## src/rtl/tli_pkg.sv

```systemverilog
// Shared constants for the tabulated linear interpolator.
`timescale 1ns / 1ps

package tli_pkg;

  // Default table depth and fixed field widths.
  localparam int unsigned TABLE_DEPTH_DEF = 1024;
  localparam int unsigned DATA_W          = 32;
  localparam int unsigned INDEX_W         = 10;
  localparam int unsigned COUNT_W         = 11;
  localparam int unsigned TDATA_IN_W      = 112;
  localparam int unsigned TDATA_OUT_W     = 32;

  // Divider geometry: 64-bit product over a 32-bit span magnitude.
  localparam int unsigned PROD_W = 2 * DATA_W;
  localparam int unsigned ITER_W = $clog2(PROD_W);

  // The correction term is capped at 2^40.
  localparam logic [40:0] QUOT_CAP = 41'h100_0000_0000;

  // Request kinds carried in tuser.
  localparam logic MODE_LOAD  = 1'b0;
  localparam logic MODE_QUERY = 1'b1;

endpackage

```

## src/rtl/tli_div.sv

```systemverilog
// Bit-serial restoring divider, 64-bit dividend by 32-bit divisor.
`timescale 1ns / 1ps

module tli_div (
  input  logic                        clk_i,
  input  logic                        rst_ni,
  input  logic                        start_i,
  input  logic [tli_pkg::PROD_W-1:0]  dividend_i,
  input  logic [tli_pkg::DATA_W-1:0]  divisor_i,
  output logic                        done_o,
  output logic [tli_pkg::PROD_W-1:0]  quotient_o
);

  logic                        busy_q;
  logic                        done_q;
  logic [tli_pkg::ITER_W-1:0]  iter_q;
  logic [tli_pkg::DATA_W-1:0]  rem_q, rem_d;
  logic [tli_pkg::DATA_W-1:0]  dsr_q;
  logic [tli_pkg::PROD_W-1:0]  dvd_q;
  logic [tli_pkg::DATA_W:0]    shifted;
  logic [tli_pkg::DATA_W:0]    diff;
  logic                        fits;

  // One quotient bit per cycle; dvd_q turns into the quotient as it shifts.
  always_comb begin
    shifted = {rem_q, dvd_q[tli_pkg::PROD_W-1]};
    diff    = shifted - {1'b0, dsr_q};
    fits    = (shifted >= {1'b0, dsr_q});
    rem_d   = fits ? diff[tli_pkg::DATA_W-1:0] : shifted[tli_pkg::DATA_W-1:0];
  end

  always_ff @(posedge clk_i or negedge rst_ni) begin
    if (!rst_ni) begin
      busy_q <= 1'b0;
      done_q <= 1'b0;
      iter_q <= '0;
    end else begin
      done_q <= 1'b0;
      if (start_i) begin
        busy_q <= 1'b1;
        iter_q <= '0;
      end else if (busy_q) begin
        iter_q <= iter_q + 1'b1;
        if (iter_q == tli_pkg::ITER_W'(tli_pkg::PROD_W - 1)) begin
          busy_q <= 1'b0;
          done_q <= 1'b1;
        end
      end
    end
  end

  always_ff @(posedge clk_i) begin
    if (start_i) begin
      rem_q <= '0;
      dsr_q <= divisor_i;
      dvd_q <= dividend_i;
    end else if (busy_q) begin
      rem_q <= rem_d;
      dvd_q <= {dvd_q[tli_pkg::PROD_W-2:0], fits};
    end
  end

  assign done_o     = done_q;
  assign quotient_o = dvd_q;

endmodule

```

## config.mk

```make
export PLATFORM = sky130hd
export DESIGN_NAME = tli_div
export DESIGN_NICKNAME = d
export VERILOG_FILES = /design/src/rtl/tli_pkg.sv /design/src/rtl/tli_div.sv
export SDC_FILE = /design/constraint.sdc
export NUM_CORES = 1
export LEC_CHECK = 0
export BUFFER_PORTS_ARGS = -buffer_cell sky130_fd_sc_hd__buf_2
export CORE_MARGIN = 1
export CORE_UTILIZATION = 40
export DETAILED_ROUTE_END_ITERATION = 16
export GPL_TIMING_DRIVEN = 0
export SYNTH_ARGS = -nofsm -noshare
export SYNTH_HDL_FRONTEND = slang
export SYNTH_SLANG_ARGS = --single-unit
```

## constraint.sdc

```tcl
create_clock -name clk_i -period 8 [get_ports clk_i]
set_input_delay 1.2 -clock clk_i [delete_from_list [all_inputs] [get_ports clk_i]]
set_output_delay 1.2 -clock clk_i [all_outputs]
set_load 0.1 [all_outputs]
```

-- Word level (Yosys, flattened, before mapping)
Cells that the tools add are included.
- bits in registers: 136
- bits of input ports: 99
- output and inout port bits: 65
- add/sub/neg operators: 2
- magnitude comparators: 1
- eq/ne operators: 1
- mux-type cells: 11
- reduce and logical (&&, ||, !) cells: 1
- operators with widths (kind ; count):
    64-bit 2-to-1 mux ; 2
    33-bit by 32-bit >= comparator with 1-bit output ; 1
    32-bit 2-to-1 mux ; 1
    32-bit subtractor ; 1
    6-bit 2-to-1 mux ; 2
    6-bit by 1-bit adder with 6-bit output (second input constant) ; 1
    6-bit equality test (second input constant) ; 1
    1-bit 2-to-1 mux ; 6
    2-bit nonzero test ; 1

-- Longest topological paths before layout
- depth after elaboration: 4
- mapped depth: 12
- mapped depth without buffers: 12

-- Worst setup path before layout
OpenSTA, ideal clock, no wires.
- path kind: input -> register
- start: in start_i
- end: reg dvd_q, in the netlist quotient_o[0], enable pin
- arrival time: 2.925 ns
- required time: 7.582 ns
- setup slack: 4.657 ns
- stages on the path: 4
- path buffers: 2
- cells stage by stage: clkbuf_1 nor2_1 clkbuf_1 inv_1
- longest elaborated chain between the ends: 1
- RTL lines (what ; line ; text):
    from (decl) ; tli_div.sv:7 ; input logic start_i,
    2-bit nonzero test (no line) ; -- ;
    to (signal assigned) ; tli_div.sv:56 ; dvd_q <= dividend_i;
    to (signal assigned) ; tli_div.sv:59 ; dvd_q <= {dvd_q[tli_pkg::PROD_W-2:0], fits};
    to (decl) ; tli_div.sv:19 ; logic [tli_pkg::PROD_W-1:0] dvd_q;
No other way between the ends.
A chain may end at the register's enable or synchronous reset.

-- Worst setup path after layout
- start: in start_i
- end: reg dvd_q, in the netlist quotient_o[13], enable pin
The elaborated chain is that of the path after synthesis.

==> results.cfg <==
[run_status]
outcome = completed

[clock_tree]
clk_pin_slew_worst_paths_ns = 0.06
cts_tree = done
cts_buffer_depth = 2
cts_made_buffers = 17
clock-root-buffer = clkbuf_16
ctsResizeCount = 0
cts_max_level = 4
cts_hold_buf = 0
clkSinkCount = 136
clock_latency_ns = 0.43
postCtsSetupRepairBufs = 0

[synth]
synth_top_family_by_area = compound AO/OA/AOI/OAI gates
netlist_instances = 633
yosysSeqAreaShare_pct = 51.6
ys.flop_type = edfxtp_1
yosys.area.top_type = edfxtp_1
synthTopCellsByCount = edfxtp_1, mux2_2, nand2_1
yosysWarnings = 0
synthesis.area_um2 = 7220
async_flop_share_pct = 5.88
ys_seq_elements = 136
yosysMostFrequentCell = edfxtp_1
syn_nets = 766
synthTopCellsByArea = edfxtp_1, mux2_2, dfxtp_1
synthAdderAreaFrac_pct = 6.00
synth_edf_count = 96
synth_top_area_share_pct = 39.9
synth_simple_gate_area_share_pct = 9.10
synthXorXnorAreaFrac_pct = 3.15
syn-mean-instance-area_um2 = 11.4
synth_mux_area_share_pct = 12.4
synth_compound_area_share_pct = 13.9
synth.distinct_cells = 60

[grt]
grt_pass1_wl_um = 28700
gr-total-overflow = 0
grt_start_max_net_pins = 41
first_global_vias = 5704
grtUsageTotal_pct = 20.3
antenna_found_initial = 0

[placed_design]
dp_hpwl_um = 13100
io_buffers = 163
place_congestion = 0.894
dp_slack_ns = 4.02

[layout]
antenna_cells = 0
multi_input_comb_area_um2 = 3210
n_fill_cell = 1614
regArea_um2 = 3720
fin_nets = 949
area_growth_pct = 23.7
drive_gt1_share_pct = 34.0

[hold_path]
holdCritPathClass = flip-flop to flip-flop
min_from = rem_q[31]
hold_path_depth = 2

[timing]
setup_viol = 0
slew_violations = 0
skew_ns = 0.0152
hold_viol = 0
whs_ns = 0.485
period_share_pct = 43.3
finalSetupTns_ns = 0
max-slew-margin-rel_pct = 45.7
fin_crit_ns = 3.46
layout_setup_ws_ns = 4.54
rsz0062_at_grt = false
fmax_ghz = 0.289
tightest_slew_ns = 0.814

[setup_path]
ff2ff_path_depth = 12
max_stage_delay_ns = 0.62
startpoint_type = input pin
path_common_cell = clkbuf_1
crit_start = start_i
reg2reg_from = quotient_o[63]
cp-end-kind = flip-flop
worstSetupPathType = input pin to flip-flop
crit_chain = buf_2 -> clkbuf_1 -> nor2_1 -> clkbuf_1 -> inv_2 -> buf_12
worstPathArrival_ns = 3.58
required_ns = 8.12
cp_max_fo = 40
cpMaxStageDelayCell = buf_2

[floorplanning]
die_h_um = 136
io_pins = 164
fp.dieArea_um2 = 18600
coreArea_um2 = 17500
fp-row-count = 48
initial_core_util_pct = 41.3
fp.dieW_um = 136

[route]
drtPass1Iterations = 5
drt.antenna.violating_nets = 0
drc = 0
drtIter0Drc = 362
via_per_inst = 5.29
via_count = 5572
wire_per_inst_um = 17.2
wirelength_um = 18100

[run]
maxCapViolCount = 0

[pwr]
p_leak_nw = 3.80
power_mw = 2.65
vdd_drop_max_uv = 199
powerDensity_nw_per_um2 = 297
[per-stage QoR]
| stage | cell area, um^2 | instances | util, % |
|---|---|---|---|
| finish | 8930 | 1054 | 51.1 |
| global route | 8930 | 1054 | 51.1 |
| CTS | 8930 | 1054 | 51.1 |
| detailed placement | 8340 | 1022 | 47.7 |
| global placement | 8320 | 1021 | 47.6 |
| floorplan | 7220 | 633 | - |
[layout by cell type, fill, tap and decap left out, drive strengths merged, types with 6 or more instances in the layout]
cell and n:
ha 33, dfxtp 32, nand4 6, nand3 7
a21oi 41, inv 54, dfrtp 8, xor2 12
mux2 65, a211oi 13, nor3 6, a311oi 10
xnor2 14, o21ai 42, a21o 8, nand2 47
mux2i 16, nor2 44, edfxtp 96, clkbuf 38
buf 168
[report_power, final]
group          internal, mW  switching [mW]  leakage, nW
combinational         0.297           0.646         2.15
clock                 0.468           0.326        0.285
sequential            0.854          0.0594         1.36
total                  1.62            1.03         3.80
[registers in the layout (all words and copies together), names as in the netlist]
name / count
busy_q: 1
done_o: 1
rem_q: 32
quotient_o: 64
iter_q: 6
dsr_q: 32
[cells by family (layout without fill, tap and decap cells)]
group,after synthesis,in the layout
flops,136,136
buf+inv,70,266
fa+ha+maj,34,34
xor+xnor,26,26
simple gates,138,138
mux,81,81
compound gates,148,148
[metal layers]
metal / share of wire [%] / vias to the layer above / track usage [%]
met5: 0 / - / 0
met4: 1.4 / 0 / 7.04
met3: 7.5 / 19 / 7.35
met2: 47 / 194 / 33.2
met1: 44 / 2659 / 24.7
li1: - / 2700 / -
[layout make-up]
type / instances / share of cell area, %
Sequential cell: 136 / 41.7
Clock inverter: 14 / 1.81
Tap cell: 225 / 3.15
Clock buffer: 18 / 4.81
Buffer: 24 / 1.22
Inverter: 46 / 1.93
Timing Repair Buffer: 164 / 9.36
Multi-Input combinational cell: 427 / 36.0
[final timing paths]
kind	to	slack (ns)
worst max-delay path	quotient_o[13]	4.54
worst min-delay path	rem_q[31]	0.48
worst max register to register	rem_q[28]	5.03
worst min register to register	rem_q[31]	0.48
max in group asynchronous	busy_q	7.23
min in group asynchronous	iter_q[5]	0.60
[critical path, delay by kind of cell]
family / cells / cell delay [ns]
buf+inv: 5 / 2.16
simple gates: 1 / 0.15
(Power assumes the default switching activity.)
